[src/rtl/core/bnd_pkg.sv]
// Shared types, constants and the symbol lookup of the base-N decoder.
package bnd_pkg;

    localparam int AccW   = 40;
    localparam int QDepth = 4;
    localparam int QPtrW  = 2;
    localparam int QCntW  = 3;

    localparam logic [2:0] MODE_B16    = 3'd0;
    localparam logic [2:0] MODE_B32    = 3'd1;
    localparam logic [2:0] MODE_B32HEX = 3'd2;
    localparam logic [2:0] MODE_B64    = 3'd3;
    localparam logic [2:0] MODE_B64URL = 3'd4;

    localparam logic [7:0] CH_PAD   = 8'h3D; // '='
    localparam logic [7:0] CH_PLUS  = 8'h2B; // '+'
    localparam logic [7:0] CH_SLASH = 8'h2F; // '/'
    localparam logic [7:0] CH_DASH  = 8'h2D; // '-'
    localparam logic [7:0] CH_UNDER = 8'h5F; // '_'

    typedef enum logic [1:0] {
        ST_OK      = 2'd0,
        ST_INVALID = 2'd1,
        ST_LENGTH  = 2'd2,
        ST_PADDING = 2'd3
    } t_status;

    // One decoded group, or a bare message end, handed from front to back.
    typedef struct packed {
        logic [AccW-1:0] acc;
        logic [5:0]      total;
        logic [2:0]      nbytes;
        logic            last;
        t_status         status;
    } t_job;

    typedef struct packed {
        logic full;
        logic empty;
    } t_qstat;

    // Returns {hit, value}; hit is low for characters outside the alphabet.
    function automatic logic [6:0] sym_lookup(input logic [2:0] m, input logic [7:0] c);
        logic [6:0] r;
        r = 7'd0;
        if (!c[7]) begin
            case (m)
                MODE_B16: begin
                    if (c inside {[8'h30:8'h39]}) r = {1'b1, 6'(c - 8'h30)};
                    else if (c inside {[8'h41:8'h46]}) r = {1'b1, 6'(c - 8'h41 + 8'd10)};
                end
                MODE_B32: begin
                    if (c inside {[8'h41:8'h5A]}) r = {1'b1, 6'(c - 8'h41)};
                    else if (c inside {[8'h32:8'h37]}) r = {1'b1, 6'(c - 8'h32 + 8'd26)};
                end
                MODE_B32HEX: begin
                    if (c inside {[8'h30:8'h39]}) r = {1'b1, 6'(c - 8'h30)};
                    else if (c inside {[8'h41:8'h56]}) r = {1'b1, 6'(c - 8'h41 + 8'd10)};
                end
                default: begin
                    if (c inside {[8'h41:8'h5A]}) r = {1'b1, 6'(c - 8'h41)};
                    else if (c inside {[8'h61:8'h7A]}) r = {1'b1, 6'(c - 8'h61 + 8'd26)};
                    else if (c inside {[8'h30:8'h39]}) r = {1'b1, 6'(c - 8'h30 + 8'd52)};
                    else if (m == MODE_B64URL) begin
                        if (c == CH_DASH) r = {1'b1, 6'd62};
                        else if (c == CH_UNDER) r = {1'b1, 6'd63};
                    end else begin
                        if (c == CH_PLUS) r = {1'b1, 6'd62};
                        else if (c == CH_SLASH) r = {1'b1, 6'd63};
                    end
                end
            endcase
        end
        return r;
    endfunction

endpackage

[src/rtl/core/bnd_if.sv]
// Channel interfaces of the base-N decoder: text in, bytes out, mode write.
interface bnd_sym_if;
    logic       valid;
    logic       ready;
    logic [7:0] symbol;
    logic       last_symbol;
    modport source (output valid, symbol, last_symbol, input ready);
    modport sink   (input valid, symbol, last_symbol, output ready);
endinterface

interface bnd_res_if;
    logic       valid;
    logic       ready;
    logic [7:0] data_byte;
    logic       byte_valid;
    logic       run_last;
    logic       message_end;
    logic [1:0] status;
    modport source (output valid, data_byte, byte_valid, run_last, message_end, status,
                     input ready);
    modport sink   (input valid, data_byte, byte_valid, run_last, message_end, status,
                     output ready);
endinterface

interface bnd_cfg_if;
    logic       valid;
    logic       ready;
    logic [2:0] alphabet_mode;
    modport source (output valid, alphabet_mode, input ready);
    modport sink   (input valid, alphabet_mode, output ready);
endinterface

[src/rtl/core/bnd_front.sv]
// Front end: takes characters, tracks group and padding state, emits group jobs.
module bnd_front
    import bnd_pkg::*;
(
    input  logic         i_clk,
    input  logic         i_rst_n,
    bnd_sym_if.sink      i_sym,
    bnd_cfg_if.sink      i_cfg,
    input  t_qstat       i_qstat,
    output logic         o_push,
    output t_job         o_job
);

    logic [2:0]      r_mode;
    logic [AccW-1:0] r_acc;
    logic [2:0]      r_cnt;
    logic [2:0]      r_pad;
    logic            r_closed;
    t_status         r_err;

    logic [AccW-1:0] n_acc;
    logic [2:0]      n_cnt;
    logic [2:0]      n_pad;
    logic            n_closed;
    t_status         n_err;

    logic [2:0]      m;
    logic [2:0]      bits;
    logic [3:0]      glen;
    logic [6:0]      lk;
    logic [3:0]      cnt1;
    logic [3:0]      np1;
    logic [3:0]      d;
    logic [5:0]      total;
    logic [2:0]      nb;
    logic [AccW-1:0] job_acc;
    logic            take;

    assign i_cfg.ready = 1'b1;
    // Hold items off while a mode write lands.
    assign i_sym.ready = !i_qstat.full && !i_cfg.valid;
    assign take        = i_sym.valid && i_sym.ready;

    always_comb begin
        m = (r_mode > MODE_B64URL) ? MODE_B64 : r_mode;
        case (m)
            MODE_B16:                 begin bits = 3'd4; glen = 4'd2; end
            MODE_B32, MODE_B32HEX:    begin bits = 3'd5; glen = 4'd8; end
            default:                  begin bits = 3'd6; glen = 4'd4; end
        endcase
        lk       = sym_lookup(m, i_sym.symbol);
        cnt1     = {1'b0, r_cnt} + 4'd1;
        np1      = {1'b0, r_pad} + 4'd1;
        d        = 4'd0;
        total    = 6'd0;
        n_acc    = r_acc;
        n_cnt    = r_cnt;
        n_pad    = r_pad;
        n_closed = r_closed;
        n_err    = r_err;
        job_acc  = r_acc;
        if (r_err == ST_OK) begin
            if (r_closed) begin
                n_err = ST_PADDING;
            end else if (i_sym.symbol == CH_PAD) begin
                if (m == MODE_B16) begin
                    n_err = ST_PADDING;
                end else if (cnt1 >= glen) begin
                    d = (np1 >= glen) ? 4'd0 : glen - np1;
                    if (d == 4'd0) n_err = ST_PADDING;
                    else           total = 6'(d * bits);
                    n_cnt    = 3'd0;
                    n_pad    = 3'd0;
                    n_closed = 1'b1;
                end else begin
                    n_cnt = cnt1[2:0];
                    n_pad = np1[2:0];
                end
            end else if (r_pad != 3'd0) begin
                n_err = ST_PADDING;
            end else if (!lk[6]) begin
                n_err = ST_INVALID;
            end else begin
                job_acc = (r_acc << bits) | {{(AccW-6){1'b0}}, lk[5:0]};
                n_acc   = job_acc;
                if (cnt1 >= glen) begin
                    total = 6'(glen * bits);
                    n_cnt = 3'd0;
                end else begin
                    n_cnt = cnt1[2:0];
                end
            end
        end
        nb = total[5:3];
        if (nb != 3'd0) n_acc = '0;
        if (i_sym.last_symbol && n_err == ST_OK && (n_cnt != 3'd0 || n_pad != 3'd0))
            n_err = ST_LENGTH;
    end

    assign o_push       = take && (nb != 3'd0 || i_sym.last_symbol);
    assign o_job.acc    = job_acc;
    assign o_job.total  = total;
    assign o_job.nbytes = nb;
    assign o_job.last   = i_sym.last_symbol;
    assign o_job.status = n_err;

    always_ff @(posedge i_clk) begin
        if (!i_rst_n) begin
            r_mode   <= MODE_B64;
            r_acc    <= '0;
            r_cnt    <= 3'd0;
            r_pad    <= 3'd0;
            r_closed <= 1'b0;
            r_err    <= ST_OK;
        end else if (i_cfg.valid) begin
            // Abort any message in progress.
            r_mode   <= i_cfg.alphabet_mode;
            r_acc    <= '0;
            r_cnt    <= 3'd0;
            r_pad    <= 3'd0;
            r_closed <= 1'b0;
            r_err    <= ST_OK;
        end else if (take) begin
            if (i_sym.last_symbol) begin
                r_acc    <= '0;
                r_cnt    <= 3'd0;
                r_pad    <= 3'd0;
                r_closed <= 1'b0;
                r_err    <= ST_OK;
            end else begin
                r_acc    <= n_acc;
                r_cnt    <= n_cnt;
                r_pad    <= n_pad;
                r_closed <= n_closed;
                r_err    <= n_err;
            end
        end
    end

endmodule

[src/rtl/core/bnd_queue.sv]
// Job queue between front and back.
module bnd_queue
    import bnd_pkg::*;
(
    input  logic   i_clk,
    input  logic   i_rst_n,
    input  logic   i_push,
    input  t_job   i_job,
    input  logic   i_pop,
    output t_job   o_head,
    output t_qstat o_qstat
);

    t_job             r_mem [QDepth];
    logic [QPtrW-1:0] r_wp;
    logic [QPtrW-1:0] r_rp;
    logic [QCntW-1:0] r_cnt;

    assign o_head        = r_mem[r_rp];
    assign o_qstat.full  = (r_cnt == QCntW'(QDepth));
    assign o_qstat.empty = (r_cnt == '0);

    always_ff @(posedge i_clk) begin
        if (i_push) r_mem[r_wp] <= i_job;
    end

    always_ff @(posedge i_clk) begin
        if (!i_rst_n) begin
            r_wp  <= '0;
            r_rp  <= '0;
            r_cnt <= '0;
        end else begin
            if (i_push) r_wp <= r_wp + 1'b1;
            if (i_pop)  r_rp <= r_rp + 1'b1;
            case ({i_push, i_pop})
                2'b10:   r_cnt <= r_cnt + 1'b1;
                2'b01:   r_cnt <= r_cnt - 1'b1;
                default: r_cnt <= r_cnt;
            endcase
        end
    end

endmodule

[src/rtl/core/bnd_back.sv]
// Back end: unpacks jobs into registered byte results, one per cycle while o_res.ready.
module bnd_back
    import bnd_pkg::*;
(
    input  logic        i_clk,
    input  logic        i_rst_n,
    input  t_job        i_head,
    input  t_qstat      i_qstat,
    output logic        o_pop,
    bnd_res_if.source   o_res
);

    logic            r_ov;
    logic [7:0]      r_byte;
    logic            r_bv;
    logic            r_rl;
    logic            r_me;
    t_status         r_st;
    logic            r_busy;
    logic [AccW-1:0] r_sh;
    logic [2:0]      r_rem;
    logic            r_last;
    t_status         r_status;

    logic            n_ov;
    logic [7:0]      n_byte;
    logic            n_bv;
    logic            n_rl;
    logic            n_me;
    t_status         n_st;
    logic            n_busy;
    logic [AccW-1:0] n_sh;
    logic [2:0]      n_rem;
    logic            n_last;
    t_status         n_status;

    logic            adv;
    logic            fin;
    logic [AccW-1:0] al;

    assign o_res.valid       = r_ov;
    assign o_res.data_byte   = r_byte;
    assign o_res.byte_valid  = r_bv;
    assign o_res.run_last    = r_rl;
    assign o_res.message_end = r_me;
    assign o_res.status      = r_st;

    assign adv = !r_ov || o_res.ready;
    // Left-align the group so its first byte sits at the top.
    assign al  = i_head.acc << (6'(AccW) - i_head.total);

    always_comb begin
        n_ov     = r_ov && !o_res.ready;
        n_byte   = r_byte;
        n_bv     = r_bv;
        n_rl     = r_rl;
        n_me     = r_me;
        n_st     = r_st;
        n_busy   = r_busy;
        n_sh     = r_sh;
        n_rem    = r_rem;
        n_last   = r_last;
        n_status = r_status;
        o_pop    = 1'b0;
        fin      = 1'b0;
        if (adv) begin
            if (r_busy) begin
                fin    = (r_rem == 3'd1);
                n_ov   = 1'b1;
                n_byte = r_sh[AccW-1 -: 8];
                n_bv   = 1'b1;
                n_rl   = fin;
                n_me   = fin && r_last;
                n_st   = (fin && r_last) ? r_status : ST_OK;
                n_sh   = r_sh << 8;
                n_rem  = r_rem - 3'd1;
                n_busy = !fin;
            end else if (!i_qstat.empty) begin
                o_pop = 1'b1;
                n_ov  = 1'b1;
                if (i_head.nbytes == 3'd0) begin
                    // Bare message end
                    n_byte = 8'd0;
                    n_bv   = 1'b0;
                    n_rl   = 1'b1;
                    n_me   = 1'b1;
                    n_st   = i_head.status;
                end else begin
                    fin      = (i_head.nbytes == 3'd1);
                    n_byte   = al[AccW-1 -: 8];
                    n_bv     = 1'b1;
                    n_rl     = fin;
                    n_me     = fin && i_head.last;
                    n_st     = (fin && i_head.last) ? i_head.status : ST_OK;
                    n_busy   = !fin;
                    n_sh     = al << 8;
                    n_rem    = i_head.nbytes - 3'd1;
                    n_last   = i_head.last;
                    n_status = i_head.status;
                end
            end
        end
    end

    always_ff @(posedge i_clk) begin
        if (!i_rst_n) begin
            r_ov   <= 1'b0;
            r_busy <= 1'b0;
        end else begin
            r_ov   <= n_ov;
            r_busy <= n_busy;
        end
        r_byte   <= n_byte;
        r_bv     <= n_bv;
        r_rl     <= n_rl;
        r_me     <= n_me;
        r_st     <= n_st;
        r_sh     <= n_sh;
        r_rem    <= n_rem;
        r_last   <= n_last;
        r_status <= n_status;
    end

endmodule

[src/rtl/core/base_n_decoder.sv]
// Top level of the RFC 4648 base16/32/32hex/64/64url text decoder.
// The front end takes one character per cycle while the job queue is not full and no
// mode write is pending; the back end emits one result per cycle while the receiver is
// ready, one per byte of a job, so a full base32 group gives 5 byte results. A 4-entry
// job queue between them absorbs bursts, and each result leaves an output register.
// Reset clears all message state and sets the mode to base64; a mode write also clears it.
module base_n_decoder
    import bnd_pkg::*;
(
    input  logic       i_clk,
    input  logic       i_rst_n,
    bnd_sym_if.sink    i_sym,
    bnd_cfg_if.sink    i_cfg,
    bnd_res_if.source  o_res
);

    logic   w_push;
    logic   w_pop;
    t_job   w_job;
    t_job   w_head;
    t_qstat w_qstat;

    bnd_front u_front (
        .i_clk   (i_clk),
        .i_rst_n (i_rst_n),
        .i_sym   (i_sym),
        .i_cfg   (i_cfg),
        .i_qstat (w_qstat),
        .o_push  (w_push),
        .o_job   (w_job)
    );

    bnd_queue u_queue (
        .i_clk   (i_clk),
        .i_rst_n (i_rst_n),
        .i_push  (w_push),
        .i_job   (w_job),
        .i_pop   (w_pop),
        .o_head  (w_head),
        .o_qstat (w_qstat)
    );

    bnd_back u_back (
        .i_clk   (i_clk),
        .i_rst_n (i_rst_n),
        .i_head  (w_head),
        .i_qstat (w_qstat),
        .o_pop   (w_pop),
        .o_res   (o_res)
    );

    a_no_overflow: assert property (@(posedge i_clk) disable iff (!i_rst_n)
        w_push |-> !w_qstat.full)
        else $error("job pushed into a full queue");

    a_no_underflow: assert property (@(posedge i_clk) disable iff (!i_rst_n)
        w_pop |-> !w_qstat.empty)
        else $error("job popped from an empty queue");

    a_bare_end: assert property (@(posedge i_clk) disable iff (!i_rst_n)
        (o_res.valid && !o_res.byte_valid) |->
            (o_res.message_end && o_res.run_last && o_res.data_byte == 8'd0))
        else $error("result without a byte is not a message end");

    a_cfg_excl: assert property (@(posedge i_clk) disable iff (!i_rst_n)
        i_cfg.valid |-> !(i_sym.valid && i_sym.ready))
        else $error("item accepted during a mode write");

endmodule

[src/flat_wrapper.sv]
// flat-port wrapper written by rule: the top's interface ports become plain ports
module base_n_decoder_flat import bnd_pkg::*;
  (i_clk, i_rst_n, i_sym_valid, i_sym_symbol, i_sym_last_symbol, i_sym_ready, i_cfg_valid, i_cfg_alphabet_mode, i_cfg_ready, o_res_valid, o_res_data_byte, o_res_byte_valid, o_res_run_last, o_res_message_end, o_res_status, o_res_ready);
  bnd_sym_if i_sym_i ();
  bnd_cfg_if i_cfg_i ();
  bnd_res_if o_res_i ();
  input  logic i_clk;
  input  logic i_rst_n;
  input wire logic [$bits(i_sym_i.valid)-1:0] i_sym_valid;
  input wire logic [$bits(i_sym_i.symbol)-1:0] i_sym_symbol;
  input wire logic [$bits(i_sym_i.last_symbol)-1:0] i_sym_last_symbol;
  output wire logic [$bits(i_sym_i.ready)-1:0] i_sym_ready;
  input wire logic [$bits(i_cfg_i.valid)-1:0] i_cfg_valid;
  input wire logic [$bits(i_cfg_i.alphabet_mode)-1:0] i_cfg_alphabet_mode;
  output wire logic [$bits(i_cfg_i.ready)-1:0] i_cfg_ready;
  output wire logic [$bits(o_res_i.valid)-1:0] o_res_valid;
  output wire logic [$bits(o_res_i.data_byte)-1:0] o_res_data_byte;
  output wire logic [$bits(o_res_i.byte_valid)-1:0] o_res_byte_valid;
  output wire logic [$bits(o_res_i.run_last)-1:0] o_res_run_last;
  output wire logic [$bits(o_res_i.message_end)-1:0] o_res_message_end;
  output wire logic [$bits(o_res_i.status)-1:0] o_res_status;
  input wire logic [$bits(o_res_i.ready)-1:0] o_res_ready;
  assign i_sym_i.valid = i_sym_valid;
  assign i_sym_i.symbol = i_sym_symbol;
  assign i_sym_i.last_symbol = i_sym_last_symbol;
  assign i_sym_ready = i_sym_i.ready;
  assign i_cfg_i.valid = i_cfg_valid;
  assign i_cfg_i.alphabet_mode = i_cfg_alphabet_mode;
  assign i_cfg_ready = i_cfg_i.ready;
  assign o_res_valid = o_res_i.valid;
  assign o_res_data_byte = o_res_i.data_byte;
  assign o_res_byte_valid = o_res_i.byte_valid;
  assign o_res_run_last = o_res_i.run_last;
  assign o_res_message_end = o_res_i.message_end;
  assign o_res_status = o_res_i.status;
  assign o_res_i.ready = o_res_ready;
  base_n_decoder u_core (.i_clk(i_clk), .i_rst_n(i_rst_n), .i_sym(i_sym_i), .i_cfg(i_cfg_i), .o_res(o_res_i));
endmodule
[config.mk]
export PLATFORM = sky130hd
export DESIGN_NAME = base_n_decoder_flat
export DESIGN_NICKNAME = d
export VERILOG_FILES = /design/src/rtl/core/bnd_pkg.sv /design/src/rtl/core/bnd_if.sv /design/src/rtl/core/bnd_front.sv /design/src/rtl/core/bnd_queue.sv /design/src/rtl/core/bnd_back.sv /design/src/rtl/core/base_n_decoder.sv /design/src/flat_wrapper.sv
export SDC_FILE = /design/constraint.sdc
export NUM_CORES = 1
export LEC_CHECK = 0
export BUFFER_PORTS_ARGS = -buffer_cell sky130_fd_sc_hd__buf_2
export CORE_ASPECT_RATIO = 0.5
export CORE_UTILIZATION = 25
export DETAILED_ROUTE_END_ITERATION = 7
export GPL_TIMING_DRIVEN = 0
export PLACE_DENSITY = 0.46
export SLEW_MARGIN = 20
export SYNTH_ARGS = -nofsm -noshare
export SYNTH_HDL_FRONTEND = slang
export SYNTH_SLANG_ARGS = --single-unit
[constraint.sdc]
create_clock -name i_clk -period 11.2 [get_ports i_clk]
set_input_delay 1.12 -clock i_clk [delete_from_list [all_inputs] [get_ports i_clk]]
set_output_delay 1.12 -clock i_clk [all_outputs]
set_load 0.02 [all_outputs]
== Word-level counts from Yosys, hierarchy flattened ==
Memory sizes are Yosys's and may differ from the RTL's. A register that Yosys moved wholly into a read port is not among the register bits.
Cells that the tools add are included.

* Input port bits: 17
* Bits in registers: 120
* Memories: 1
* Logic and storage cells: 220
* Bits in writable memories: 208
* Output and inout port bits: 16

{| class="wikitable"
|+ Memories
! name !! words !! width !! rd ports !! clocked after memory_dff !! write ports !! line !! RTL
|-
| u_core.u_queue.r_mem || 4 || 52 || 1 || 1 || 1 || bnd_queue.sv:14 || <nowiki>t_job r_mem [QDepth];</nowiki>
|}

* Bitwise logic cells: 5
* Add/subtract/negate cells: 18
* Eq/ne operators: 15
* Reductions and logical operators: 41
* Order comparisons: 13
* Multipliers: 2
* Multiplexer cells: 102
* Shift-type cells: 2

{| class="wikitable"
|+ Operators with widths
! kind !! count
|-
| $mux 40 || 10
|-
| $mux 7 || 15
|-
| $mux 3 || 18
|-
| $mux 6 || 9
|-
| $or 40x6->40 || 1
|-
| $shl 40x3->40 || 1
|-
| $shl 40x6->40 || 1
|-
| $mux 2 || 17
|-
| $eq 8x6->1 const B || 4
|-
| $le 8x7->1 const B || 4
|-
| $mux 1 || 25
|-
| $mux 8 || 3
|-
| $pmux 7 s3 || 1
|-
| $sub 6x6->6 const B || 3
|-
| $ge 8x6->1 const B || 2
|-
| $ge 8x7->1 const B || 2
|-
| $le 8x6->1 const B || 2
|-
| $logic_and 1x1->1 || 14
|-
| $add 6x5->6 const B || 2
|-
| $mul 4x3->6 || 2
|-
| $reduce_bool 3->1 || 4
|-
| $eq 3x1->1 const B || 3
|-
| $logic_not 3->1 || 3
|-
| $sub 3x1->3 const B || 3
|-
| other kinds (31) || 49
|}

== Longest topological paths before layout ==
Gate-level depths: netlist of the first run.

* Depth after elaboration: 19
* Gate-level depth with buffers: 34
* Depth with buffers taken out: 29

== By module ==
A second synthesis of the first run with hierarchy kept.

* Cell total of the unflattened synthesis: 1,431
* Area, all modules: 17,939.7 sq um

{| class="wikitable"
|+ Modules (own cells, without submodules)
! module !! instances !! cells an instance !! area each (sq um)
|-
| bnd_queue || 1 || 318 || 8,015.2
|-
| bnd_front || 1 || 662 || 5,368.9
|-
| bnd_back || 1 || 451 || 4,555.6
|}

== Worst setup path before layout of the first run ==
OpenSTA, ideal clock, no wires.

* Path kind: reg2reg
* Start point: register u_core.u_front.r_mode[1]
* End point: memory u_core.u_queue.r_mem[0][0] (netlist bit), enable pin
* Stages on the path, launching flop included: 29
* Data required time: 10.788 ns
* Setup slack: 4.355 ns
* Library setup time: 0.412 ns
* Arrival: 6.434 ns
* Path buffers: 5
* Clock period less this slack: 6.845 ns
* Cell sequence: dfxtp_1 -> buf_6 -> nor2_1 -> and2_1 -> buf_2 -> a21oi_1 -> ha_1 -> clkbuf_1 -> clkbuf_1 -> clkbuf_1 -> nor2_1 -> ha_1 -> ha_1 -> nand3_1 -> o21ai_0 -> a21o_1 -> or3_1 -> fa_1 -> inv_1 -> ha_1 -> a21o_1 -> a21oi_1 -> xnor2_1 -> or3_1 -> nand3_1 -> a21bo_2 -> nor2_4 -> a21oi_2 -> and2_1

* Longest elaborated chain between the ends: 19

{| class="wikitable"
|+ RTL lines
! what !! line !! RTL
|-
| from (decl) || bnd_front.sv:14 || <nowiki>logic [2:0] r_mode;</nowiki>
|-
| from (signal assigned) || bnd_front.sv:117 || <nowiki>r_mode <= i_cfg.alphabet_mode;</nowiki>
|-
| $gt 3x3->1 || bnd_front.sv:45 || <nowiki>m = (r_mode > MODE_B64URL) ? MODE_B64 : r_mode;</nowiki>
|-
| $mux 3 * || bnd_front.sv:45 ||
|-
| $eq 3x2->1 (tied with other cells) || bnd_pkg.sv:47, bnd_front.sv:46 ||
|-
| $reduce_or 2->1 or $mux 7 (tied branches) || bnd_front.sv:46, bnd_pkg.sv:64 ||
|-
| $pmux 4 s2 or $mux 7 (tied branches) || bnd_front.sv:46, bnd_pkg.sv:63 ||
|-
| $sub 4x4->4 (tied with other cells) || bnd_front.sv:69 || <nowiki>d = (np1 >= glen) ? 4'd0 : glen - np1;</nowiki>
|-
| $mux 4 or $mux 7 (tied branches) || bnd_front.sv:69, bnd_pkg.sv:61 ||
|-
| $mul 4x3->6 (tied with other cells) || bnd_front.sv:71 || <nowiki>else total = 6'(d * bits);</nowiki>
|-
| [3 not listed] || - ||
|-
| $mux 6 * || bnd_front.sv:65 || <nowiki>end else if (i_sym.symbol == CH_PAD) begin</nowiki>
|-
| $mux 6 * || bnd_front.sv:63 || <nowiki>if (r_closed) begin</nowiki>
|-
| $mux 6 * || bnd_front.sv:62 || <nowiki>if (r_err == ST_OK) begin</nowiki>
|-
| $reduce_bool 3->1 * || bnd_front.sv:100 || <nowiki>assign o_push = take && (nb != 3'd0 || i_sym.last_symbol);</nowiki>
|-
| $logic_or 1x1->1 * || bnd_front.sv:100 ||
|-
| $logic_and 1x1->1 * || bnd_front.sv:100 ||
|-
| $mux 1 * || bnd_queue.sv:24 || <nowiki>if (i_push) r_mem[r_wp] <= i_job;</nowiki>
|-
| $mux 1 (implied by the code) * || bnd_queue.sv:24 ||
|-
| to (decl) || bnd_queue.sv:14 ||
|}

Mark *: on every way between the ends. The rest lies on a longest branch, timed or not.

== Final worst setup path of the first run ==
* Start point: register u_core.u_front.r_mode[1]
* End point: register u_core.u_queue.r_cnt[2]

* Longest elaborated chain between the ends: 19

{| class="wikitable"
|+ RTL lines
! what !! line !! RTL
|-
| $gt 3x3->1 || bnd_front.sv:45 ||
|-
| $mux 3 * || bnd_front.sv:45 ||
|-
| $eq 3x2->1 (tied with other cells) || bnd_pkg.sv:47, bnd_front.sv:46 ||
|-
| $reduce_or 2->1 or $mux 7 (tied branches) || bnd_front.sv:46, bnd_pkg.sv:64 ||
|-
| $pmux 4 s2 or $mux 7 (tied branches) || bnd_front.sv:46, bnd_pkg.sv:63 ||
|-
| $sub 4x4->4 (tied with other cells) || bnd_front.sv:69 ||
|-
| $mux 4 or $mux 7 (tied branches) || bnd_front.sv:69, bnd_pkg.sv:61 ||
|-
| $mul 4x3->6 (tied with other cells) || bnd_front.sv:71 ||
|-
| [3 not listed] || - ||
|-
| $mux 6 * || bnd_front.sv:65 ||
|-
| $mux 6 * || bnd_front.sv:63 ||
|-
| $mux 6 * || bnd_front.sv:62 ||
|-
| $reduce_bool 3->1 * || bnd_front.sv:100 ||
|-
| $logic_or 1x1->1 * || bnd_front.sv:100 ||
|-
| $logic_and 1x1->1 * || bnd_front.sv:100 ||
|-
| $eq 2x1->1 or $eq 2x2->1 (tied branches) || bnd_queue.sv:35 || <nowiki>case ({i_push, i_pop})</nowiki>
|-
| $pmux 3 s2 or $reduce_bool 2->1 (tied branches) || - ||
|-
| to (signal assigned) || bnd_queue.sv:36 || <nowiki>2'b10: r_cnt <= r_cnt + 1'b1;</nowiki>
|-
| to (signal assigned) || bnd_queue.sv:37 || <nowiki>2'b01: r_cnt <= r_cnt - 1'b1;</nowiki>
|-
| to (signal assigned) || bnd_queue.sv:38 || <nowiki>default: r_cnt <= r_cnt;</nowiki>
|-
| to (decl) || bnd_queue.sv:17 || <nowiki>logic [QCntW-1:0] r_cnt;</nowiki>
|}

Marks and branches as above.
A chain may end at the register's enable or synchronous reset.

==> impl_metrics.py, run 1 <==
metrics = {
    "power_and_ir_drop": {
        "power_density_nw_per_um2": 216.8,
        "ir_worst_vdd_mv": 0.1093,
        "p_leak_nw": 7.147,
    },
    "route": {
        "viasPerCell": 4.858,
        "dr.pass1.iters": 5,
        "post_drt_wl_per_cell_um": 19.17,
        "drt-initial-drc-count": 746,
        "drc": 0,
        "antenna_left": 0,
        "routed_wl_mm": 47.02,
        "vias": 11920,
    },
    "yosys": {
        "avgSynthCellArea_um2": 11.73,
        "synth_top_area_cell": "edfxtp_1",
        "synthTopCellsByCount": "edfxtp_1, nor2_1, nand2_1",
        "synth_top_area_share_pct": 43.37,
        "synth_area_um2": 17100,
        "synth_cells": 1458,
        "synth_edf_count": 247,
        "yosysUniqueCellTypes": 95,
        "async_flop_share_pct": 0,
        "yosys_register_bits": 310,
        "ys_seq_area_share_pct": 50.75,
        "synth.most_common_cell": "edfxtp_1",
        "yosys_warnings": 0,
        "synth_ff_type": "edfxtp_1",
        "syn_nets": 1524,
        "synthTopCellsByArea": "edfxtp_1, dfxtp_1, mux2i_1",
    },
    "sta": {
        "finalCritPeriodShare_pct": 69.27,
        "finalHoldViolCount": 0,
        "setup_viol": 0,
        "rsz0062_at_grt": "no",
        "final.setup_skew_ns": 0.03236,
        "relSlewSlack_pct": 32.87,
        "final.min_clock_period_ns": 7.758,
        "setup_tns_ns": 0,
        "maxSlewViolCount": 0,
        "fmax_mhz": 128.9,
        "final.setup.worst_slack_ns": 3.442,
        "tightest_slew_ns": 0.9993,
    },
    "setup_path": {
        "r2r-start": "u_core.u_front.r_mode[1]",
        "critPathLaunchType": "register",
        "critPathLaunch": "u_core.u_front.r_mode[1]",
        "cp.required_ns": 11.65,
        "max_stage_delay_ns": 0.59,
        "path_class": "reg -> reg",
        "endpoint_kind": "register",
        "path_common_cell": "ha_1",
        "arrival_ns": 8.21,
        "critPathSlowestCell": "clkbuf_1",
        "crit_fanout": 10,
    },
    "clock_tree": {
        "root_buffer": "clkbuf_16",
        "cts_tree": "done",
        "cts_made_buffers": 34,
        "worstSkewPairLatency_ns": 0.55,
        "clkTransAtPathRegs_ns": 0.06,
        "holdBufCountCts": 0,
        "cts.sinks": 310,
        "clk_path_buf_depth": 3,
        "post-cts-setup-buffer-count": 0,
        "ctsResizeCount": 0,
        "htreeDepth": 2,
    },
    "global_routing": {
        "antenna_found_initial": 1,
        "grtUsageTotal_pct": 13.36,
        "gr-total-overflow": 0,
        "grt_pass1_wl_mm": 72.50,
        "grt_max_degree": 42,
        "grt_pass1_vias": 11900,
    },
    "floorplan": {
        "initial_core_util_pct": 25.40,
        "boundaryPins": 33,
        "die_width_um": 371.9,
        "rows": 67,
        "core_um2": 67320,
        "die_height_um": 186.9,
        "fp.dieArea_um2": 69520,
    },
    "placed_design": {
        "dp_hpwl_mm": 35.04,
        "gp_congestion": 0.8717,
        "portBuffers": 30,
        "place_ws_ns": 3.442,
    },
    "layout": {
        "nets": 1596,
        "drive_gt1_share_pct": 16.53,
        "syn_to_final_growth_pct": 14.62,
    },
    "flow_run": {
        "drv_cap": 0,
    },
    "min_path": {
        "hp-start": "u_core.u_front.r_acc[38]",
        "hold_class": "reg -> reg",
    },
    "outcome": {
        "outcome": "finished, final reports clean",
    },
}
==> layout make-up <==
class | count | area (um^2)
Fill cell | 6911 | 47710
Buffer | 97 | 426.7
Multi-Input combinational cell | 1008 | 7845
Antenna cell | 1 | 2.502
Tap cell | 897 | 1122
Clock buffer | 45 | 902.1
Inverter | 43 | 166.4
Clock inverter | 16 | 181.4
Sequential cell | 310 | 8678
Timing Repair Buffer | 36 | 276.5
==> final timing paths <==
check	cells after the start	slack (ns)	endpoint
worst max-delay path	34	3.44	u_core.u_queue.r_cnt[2]
worst min-delay path	2	0.45	u_core.u_front.r_acc[38]
worst max register to register	34	3.44	u_core.u_queue.r_cnt[2]
worst min register to register	2	0.45	u_core.u_front.r_acc[38]
==> stage by stage <==
| stage | std cells | power (mW) | hold slack [ns] | utilization, % | cell area [um^2] |
|---|---|---|---|---|---|
| after CTS | 2452 | 4.284 | 0.4546 | 29.11 | 19600 |
| after floorplan | 1458 | 2.642 | 0.4338 | - | 17100 |
| final | 2453 | 4.249 | 0.4500 | 29.12 | 19600 |
| after global routing | 2452 | 4.494 | 0.4672 | 29.11 | 19600 |
| after global placement | 2385 | 3.158 | 0.4400 | 27.30 | 18370 |
| after detailed placement | 2391 | 3.172 | 0.4459 | 27.51 | 18520 |
==> metal layers <==
layer	track usage, %	vias to the layer above	part of all wire [%]
met4	2.885	2	1.7
met1	19.90	5894	51
li1	-	5696	-
met5	0	-	0.028
met3	1.623	58	4.2
met2	20.57	267	43
==> cells in the final DEF (no fill, tap or decap), types with 13 or more instances in the layout <==
cell and count:
inv_1 39, a221o_1 13, nand3_1 25, buf_2 56
edfxtp_1 247, clkbuf_1 66, mux2_2 57, mux4_2 49
dfxtp_1 63, a32oi_1 33, nor2_1 141, ha_1 45
clkbuf_16 34, xnor2_1 20, nor3_1 18, a21oi_1 53
o21ai_0 77, nand2_1 133, mux2i_1 114
==> critical path: cells and delay by family (launching register included) <==
family / cells / cell delay [ns]
buffers and inverters: 8 / 1.88
xor gates and xnor gates: 2 / 0.30
adders and majority gates: 7 / 2.07
AOI/OAI and AO/OA: 8 / 1.44
DFF: 1 / 0.32
and+or+nand+nor: 9 / 1.63
==> power by group <==
| part | switching (mW) | internal [mW] |
|---|---|---|
| registers | 0.0437 | 1.45 |
| clock network | 0.475 | 0.625 |
| logic | 1.09 | 0.570 |
| total | 1.60 | 2.64 |
==> cells by family after synthesis <==
kind of cell | share of synthesized area (%)
multiplexers | 16.97
adder cells (fa/ha/maj) | 3.761
buffers and inverters | 3.468
AO/OA/AOI/OAI | 12.12
other | 0.02193
AND/OR/NAND/NOR | 11.39
XOR/XNOR | 1.522
flip-flops | 50.75
==> flip-flops by register name, summed over array words and instances, names as in the netlist, 2 cells and up, named ones only <==
signal and cells:
u_core.u_back.o_res.data_byte 8, u_core.u_back.o_res.status 2, u_core.u_back.r_rem 3, u_core.u_back.r_sh 32, u_core.u_back.r_status 2, u_core.u_front.r_acc 40, u_core.u_front.r_cnt 3, u_core.u_front.r_err 2
u_core.u_front.r_mode 3, u_core.u_front.r_pad 3, u_core.u_queue.r_cnt 3, u_core.u_queue.r_mem 196, u_core.u_queue.r_rp 2, u_core.u_queue.r_wp 2
No activity file was read; power rests on OpenSTA's default activity.
==> inputs of run 2 (changes only) <==
--- a/config.mk
+++ b/config.mk
@@ -10,7 +10,7 @@
 export CORE_UTILIZATION = 25
 export DETAILED_ROUTE_END_ITERATION = 7
 export GPL_TIMING_DRIVEN = 0
-export PLACE_DENSITY = 0.46
+export PLACE_DENSITY = 0.47
 export SLEW_MARGIN = 20
 export SYNTH_ARGS = -nofsm -noshare
 export SYNTH_HDL_FRONTEND = slang
==> constraint.sdc (replaced) <==
create_clock -name i_clk -period 6.3 [get_ports i_clk]
set_input_delay 0.63 -clock i_clk [delete_from_list [all_inputs] [get_ports i_clk]]
set_output_delay 0.63 -clock i_clk [all_outputs]
set_load 0.02 [all_outputs]
==> run 2 against run 1 <==
Effect of this change:
- combinational power is 80% higher
- die area did not move
- sequential share of layout area fell by 0.53 points
- non-clock buffer count rose by 4
- sequential power grew 79%
- setup slack worse by 3.1 ns
- design area increased by 1.2%
- first-iteration DRC count increased by 5.6%
==> impl_metrics.py, run 2 (synthesized netlist as in run 1, its figures left out) <==
metrics = {
    "route": {
        "viasPerCell": 4.847,
        "drt-initial-drc-count": 788,
        "vias": 11910,
        "drc": 0,
        "antenna_left": 0,
        "routed_wl_mm": 47.00,
        "post_drt_wl_per_cell_um": 19.12,
        "dr.pass1.iters": 8,
    },
    "min_path": {
        "hold_class": "in -> reg",
        "hold_path_depth": 3,
        "whs_endpoint": "u_core.u_front.r_mode[0]",
        "hp-start": "i_cfg_alphabet_mode[0]",
    },
    "power_and_ir_drop": {
        "p_leak_nw": 7.244,
        "power.total_mw": 7.761,
        "power_density_nw_per_um2": 391.1,
        "ir_worst_vdd_mv": 0.1860,
    },
    "floorplan": {
        "boundaryPins": 33,
        "die_height_um": 186.9,
        "rows": 67,
        "initial_core_util_pct": 25.40,
        "fp.dieArea_um2": 69520,
        "die_width_um": 371.9,
        "core_um2": 67320,
    },
    "setup_path": {
        "path_class": "reg -> reg",
        "regToRegEndpoint": "u_core.u_queue.r_cnt[2]",
        "critPathLaunchType": "register",
        "rr_worst_depth": 30,
        "critPathSlowestCell": "fa_1",
        "endpoint_kind": "register",
        "r2r-start": "u_core.u_front.r_mode[1]",
        "arrival_ns": 6.44,
        "max_stage_delay_ns": 0.50,
        "crit_fanout": 6,
        "cp.required_ns": 6.76,
        "r2r_setup_slack_ns": 0.32,
    },
    "global_routing": {
        "grtUsageTotal_pct": 13.43,
        "grt_pass1_vias": 11970,
        "grt_pass1_wl_mm": 73.34,
        "antenna_found_initial": 1,
        "grt_max_degree": 50,
        "gr-total-overflow": 0,
    },
    "clock_tree": {
        "holdBufCountCts": 0,
        "clk_path_buf_depth": 3,
        "worstSkewPairLatency_ns": 0.54,
        "htreeDepth": 2,
        "cts_made_buffers": 35,
        "cts.sinks": 310,
        "root_buffer": "clkbuf_16",
        "clkTransAtPathRegs_ns": 0.06,
        "cts_tree": "done",
    },
    "layout": {
        "nets": 1601,
        "top_register": "u_core.u_queue.r_mem",
        "final_common_cell": "edfxtp_1",
        "final_cell_mix": "edfxtp_1, nor2_1, nand2_1, mux2i_1, o21ai_0",
        "final_area_um2": 19840,
        "syn_to_final_growth_pct": 16.03,
        "drive_gt1_share_pct": 18.00,
        "n_antenna_cell": 0,
        "fin_cells": 2458,
        "post-route-util_pct": 29.48,
        "top_regs": "u_core.u_queue.r_mem x196, u_core.u_front.r_acc x40, u_core.u_back.r_sh x32",
        "largest_register_ffs": 196,
    },
    "sta": {
        "finalHoldViolCount": 0,
        "relSlewSlack_pct": 30.10,
        "setup_viol": 0,
        "hold_slack_ns": 0.3044,
        "maxSlewViolCount": 0,
        "final.setup_skew_ns": 0.02206,
        "fmax_mhz": 167.3,
        "setup_tns_ns": 0,
        "finalCritPeriodShare_pct": 94.87,
        "final.min_clock_period_ns": 5.977,
        "tightest_slew_ns": 1.040,
        "final.setup.worst_slack_ns": 0.3229,
    },
    "placed_design": {
        "dp_hpwl_mm": 34.58,
        "placed_area_um2": 18490,
        "portBuffers": 30,
        "place_ws_ns": -1.106,
        "dp_cells": 2389,
        "gp_congestion": 0.8791,
    },
    "flow_run": {
        "drv_cap": 0,
    },
    "outcome": {
        "outcome": "finished, final reports clean",
    },
}
[run 2: changes by cell type in the layout (fill, tap and decap cells not counted), moves of 3 or more]
| cell | previous run | this run |
|---|---|---|
| a21oi_2 | 4 | 7 |
| clkbuf_1 | 66 | 59 |
| buf_12 | 3 | 0 |
| a21oi_1 | 53 | 48 |
| buf_4 | 4 | 12 |
| bufinv_16 | 2 | 5 |
[run 2: what timing repair did]
| item | in CTS | in global routing |
|---|---|---|
| pin swaps | 2 | 4 |
| resized for setup | 11 | 16 |
| setup buffers | 5 | 4 |
| hold endpoints to repair | 0 | 0 |
| setup endpoints to repair | 237 | 100 |
[run 2: final cells by class]
class	instances	area, um^2
plain buffers	94	456.7
clock buffers	45	933.4
clock inverters	18	264.0
fillers	6946	47470
inverters	43	166.4
multi-input cells	1008	7909
flip-flops and latches	310	8680
well taps	897	1122
repair buffers	43	311.5
[run 2: where the power goes]
part           internal (mW)  switching (mW)
Sequential              2.58          0.0792
Clock                   1.27           0.859
Combinational           1.04            1.94
[run 2: metal layers]
layer	vias up	part of all wire, %	GRT usage (%)
li1	5703	-	-
met1	5936	51	20.15
met2	222	44	20.45
met3	51	4.1	1.876
met4	2	1.3	2.632
met5	-	0.028	0
[run 2: worst max-delay path: cells and delay by family (launching register included)]
kind | cells | cell delay, ns
adders and majority gates | 7 | 1.96
and+or+nand+nor | 8 | 1.54
AOI/OAI and AO/OA | 7 | 1.11
buffers and inverters | 6 | 0.65
DFF | 1 | 0.31
xor gates and xnor gates | 2 | 0.31
[run 2: worst max path at each step]
stage	from	cells after the start	to	slack [ns]
global placement	u_core.u_front.r_mode[1]	25	u_core.u_queue.r_mem[3][26]	-1.23
floorplan	u_core.u_front.r_mode[1]	34	u_core.u_queue.r_cnt[2]	0.03
detailed placement	u_core.u_front.r_mode[1]	31	u_core.u_queue.r_cnt[2]	-1.11
finish	u_core.u_front.r_mode[1]	30	u_core.u_queue.r_cnt[2]	0.32
global route	u_core.u_front.r_mode[1]	30	u_core.u_queue.r_cnt[2]	-0.003
CTS	u_core.u_front.r_mode[1]	32	u_core.u_queue.r_cnt[2]	0.03
==> inputs of run 3 (changes only) <==
--- a/config.mk
+++ b/config.mk
@@ -7,11 +7,13 @@
 export LEC_CHECK = 0
 export BUFFER_PORTS_ARGS = -buffer_cell sky130_fd_sc_hd__buf_2
 export CORE_ASPECT_RATIO = 0.5
-export CORE_UTILIZATION = 25
+export CORE_MARGIN = 2
+export CORE_UTILIZATION = 45
 export DETAILED_ROUTE_END_ITERATION = 7
 export GPL_TIMING_DRIVEN = 0
-export PLACE_DENSITY = 0.47
+export PLACE_DENSITY = 0.7
 export SLEW_MARGIN = 20
 export SYNTH_ARGS = -nofsm -noshare
 export SYNTH_HDL_FRONTEND = slang
+export SYNTH_HIERARCHICAL = 1
 export SYNTH_SLANG_ARGS = --single-unit
==> run 3 against run 2 <==
Effect of this change:
- sequential power up 3%
- via count increased by 3.2%
- count of clock-buffer cells in the layout decreased by 11
- design area shrank 0.15%
- first-iteration DRC count up 53%
- critical path type unchanged
- routed wire length is 7.7% lower
- combinational power rose by 31%
- non-clock buffer count down 10
- largest cell class unchanged
==> impl_metrics.py, run 3 <==
metrics = {
    "flow_run": {
        "drv_cap": 0,
    },
    "yosys": {
        "synth_top_area_share_pct": 43.35,
        "synthTopCellsByArea": "edfxtp_1, mux4_2, dfxtp_1",
        "avgSynthCellArea_um2": 12.54,
        "syn_nets": 1497,
        "yosys_warnings": 6,
        "async_flop_share_pct": 0,
        "synthTopCellsByCount": "edfxtp_1, nand2_1, mux2i_1",
        "synth_edf_count": 259,
        "synth_cells": 1431,
        "yosysUniqueCellTypes": 93,
        "synth_ff_type": "edfxtp_1",
        "synth.most_common_cell": "edfxtp_1",
        "ys_seq_area_share_pct": 50.38,
        "synth_top_area_cell": "edfxtp_1",
        "yosys_register_bits": 322,
        "synth_area_um2": 17940,
    },
    "layout": {
        "syn_to_final_growth_pct": 10.45,
        "top_register": "u_core/u_queue/r_mem",
        "nets": 1562,
        "largest_register_ffs": 208,
        "num-fill-cells": 3340,
        "final_common_cell": "edfxtp_1",
        "n_antenna_cell": 0,
        "fin_cells": 2049,
        "top_regs": "u_core/u_queue/r_mem x208, u_core/u_front/r_acc x40, u_core/u_back/r_sh x32",
        "final_cell_mix": "edfxtp_1, nand2_1, mux2i_1, o21ai_0, mux4_2",
        "drive_gt1_share_pct": 20.34,
    },
    "floorplan": {
        "die_width_um": 286.4,
        "boundaryPins": 33,
        "fp.dieArea_um2": 41580,
        "initial_core_util_pct": 45.86,
        "rows": 51,
        "die_height_um": 145.2,
        "core_um2": 39120,
    },
    "global_routing": {
        "gr-total-overflow": 0,
        "grtUsageTotal_pct": 20.67,
        "antenna_found_initial": 0,
        "grt_max_degree": 53,
        "grt_pass1_wl_mm": 67.72,
        "grt_pass1_vias": 11680,
    },
    "placed_design": {
        "dp_hpwl_mm": 30.45,
        "portBuffers": 28,
        "gp_congestion": 0.9647,
        "dp_cells": 1990,
    },
    "sta": {
        "setup_viol": 0,
        "final.setup_skew_ns": 0.01673,
        "finalCritPeriodShare_pct": 93.84,
        "final.min_clock_period_ns": 5.912,
        "hold_slack_ns": 0.2738,
        "relSlewSlack_pct": 31.68,
        "fmax_mhz": 169.2,
        "tightest_slew_ns": 1.014,
        "maxSlewViolCount": 0,
        "rsz0062_at_grt": "no",
        "finalHoldViolCount": 0,
    },
    "setup_path": {
        "r2r_setup_slack_ns": 0.39,
        "arrival_ns": 6.42,
        "critPathLaunchType": "register",
        "crit_fanout": 7,
        "cp.required_ns": 6.81,
        "endpoint_kind": "register",
        "path_class": "reg -> reg",
    },
    "clock_tree": {
        "htreeDepth": 1,
        "clk_path_buf_depth": 3,
        "cts_tree": "done",
        "cts_made_buffers": 29,
        "worstSkewPairLatency_ns": 0.58,
        "holdBufCountCts": 0,
        "root_buffer": "clkbuf_16",
        "cts.sinks": 322,
        "clkTransAtPathRegs_ns": 0.07,
    },
    "route": {
        "vias": 12300,
        "dr.pass1.iters": 6,
        "routed_wl_mm": 43.40,
        "viasPerCell": 6.002,
        "drt-initial-drc-count": 1208,
        "antenna_left": 0,
        "drc": 0,
        "post_drt_wl_per_cell_um": 21.18,
    },
    "power_and_ir_drop": {
        "power.total_mw": 8.392,
        "ir_worst_vdd_mv": 0.2870,
        "p_leak_nw": 7.296,
        "power_density_nw_per_um2": 423.5,
    },
    "min_path": {
        "hold_class": "in -> reg",
    },
    "outcome": {
        "outcome": "finished, final reports clean",
    },
}
[run 3: cell types whose count changed after synthesis, moves of 8 or more]
cell / delta
mux2_2: -16
nand2b_1: +8
a22o_1: +41
clkbuf_1: -25
edfxtp_1: +12
a21oi_1: -12
mux4_2: +20
a32oi_1: -23
nor2_1: -74
nand2_1: +20
mux2_4: +15
[run 3: repair_timing]
| action | CTS | global route |
|---|---|---|
| setup endpoints to repair | 253 | 211 |
| pin swaps | 0 | 3 |
| cloned | 0 | 0 |
| gates resized for setup | 10 | 8 |
| buffers inserted | 1 | 6 |
[run 3: path summary, 6_finish.rpt]
| path | to | startpoint | cells past startpoint |
|---|---|---|---|
| worst max-delay path | u_core/u_queue/r_cnt[2] | u_core/u_front/r_mode[0] | 27 |
| worst min-delay path | u_core/u_front/r_mode[0] | i_cfg_alphabet_mode[0] | 3 |
| worst max register to register | u_core/u_queue/r_cnt[2] | u_core/u_front/r_mode[0] | 27 |
| worst min register to register | u_core/u_front/r_acc[37] | u_core/u_front/r_acc[37] | 1 |
[run 3: logic make-up (layout without fill, tap and decap cells)]
group	Yosys count	count (layout)	share of synthesized area [%]
XOR/XNOR	30	30	1.674
multiplexers	236	236	18.90
flip-flops	322	322	50.38
adder cells (fa/ha/maj)	49	49	3.585
AND/OR/NAND/NOR	366	366	9.792
buffers and inverters	139	227	4.143
other	1	1	0.02090
AO/OA/AOI/OAI	288	288	11.50
[run 3: layer usage]
| metal | up-vias | GRT usage [%] | routed length, um |
|---|---|---|---|
| li1 | 5623 | - | - |
| met1 | 6110 | 31.41 | 20290 |
| met2 | 513 | 31.09 | 18920 |
| met3 | 52 | 3.994 | 3609 |
| met4 | 0 | 3.351 | 573 |
| met5 | - | 0 | 0 |
[run 3: layout make-up]
| class | instances | area (um^2) | share of cell area [%] |
|---|---|---|---|
| Clock buffer | 34 | 744.5 | 3.757 |
| Tap cell | 530 | 663.1 | 3.347 |
| Multi-Input combinational cell | 970 | 8222 | 41.49 |
| Inverter | 46 | 175.2 | 0.8841 |
| Timing Repair Buffer | 36 | 212.7 | 1.074 |
| Sequential cell | 322 | 9042 | 45.64 |
| Buffer | 91 | 568.0 | 2.867 |
| Clock inverter | 20 | 186.4 | 0.9409 |
[run 3: where the power goes]
group / total (mW) / switching, mW / internal (mW)
registers: 2.75 / 0.0810 / 2.67
logic: 3.89 / 2.33 / 1.55
clock network: 1.76 / 0.814 / 0.942
total: 8.39 / 3.23 / 5.16
[run 3: through the flow]
| step | TNS [ns] | utilization [%] | area [um^2] | setup WS, ns |
|---|---|---|---|---|
| floorplan | 0 | - | 17940 | 0.1998 |
| global placement | -308.16 | 47.93 | 18750 | -1.471 |
| detailed placement | -240.17 | 48.00 | 18780 | -1.195 |
| CTS | 0 | 50.50 | 19750 | 0.01688 |
| global route | 0 | 50.65 | 19810 | 0.004416 |
| finish | 0 | 50.65 | 19810 | 0.3881 |
[run 3: critical path: stages, from the launching register on]
cell and delay, ns:
dfxtp_2 0.40, nor3b_4 0.23, a21oi_2 0.09, buf_6 0.17, ha_4 0.20, nor2_4 0.23, ha_2 0.36, nand2_1 0.07
nand4_1 0.11, a21oi_2 0.31, nand2_1 0.13, fa_1 0.53, inv_1 0.07, ha_1 0.29, a21o_1 0.16, a21oi_1 0.17
xnor2_1 0.22, xnor2_1 0.21, a2111oi_4 0.12, a211oi_2 0.30, nor2_4 0.11, inv_1 0.14, ha_1 0.20, inv_1 0.06
fa_1 0.37, xor2_1 0.16, or3_1 0.30, a21boi_1 0.14
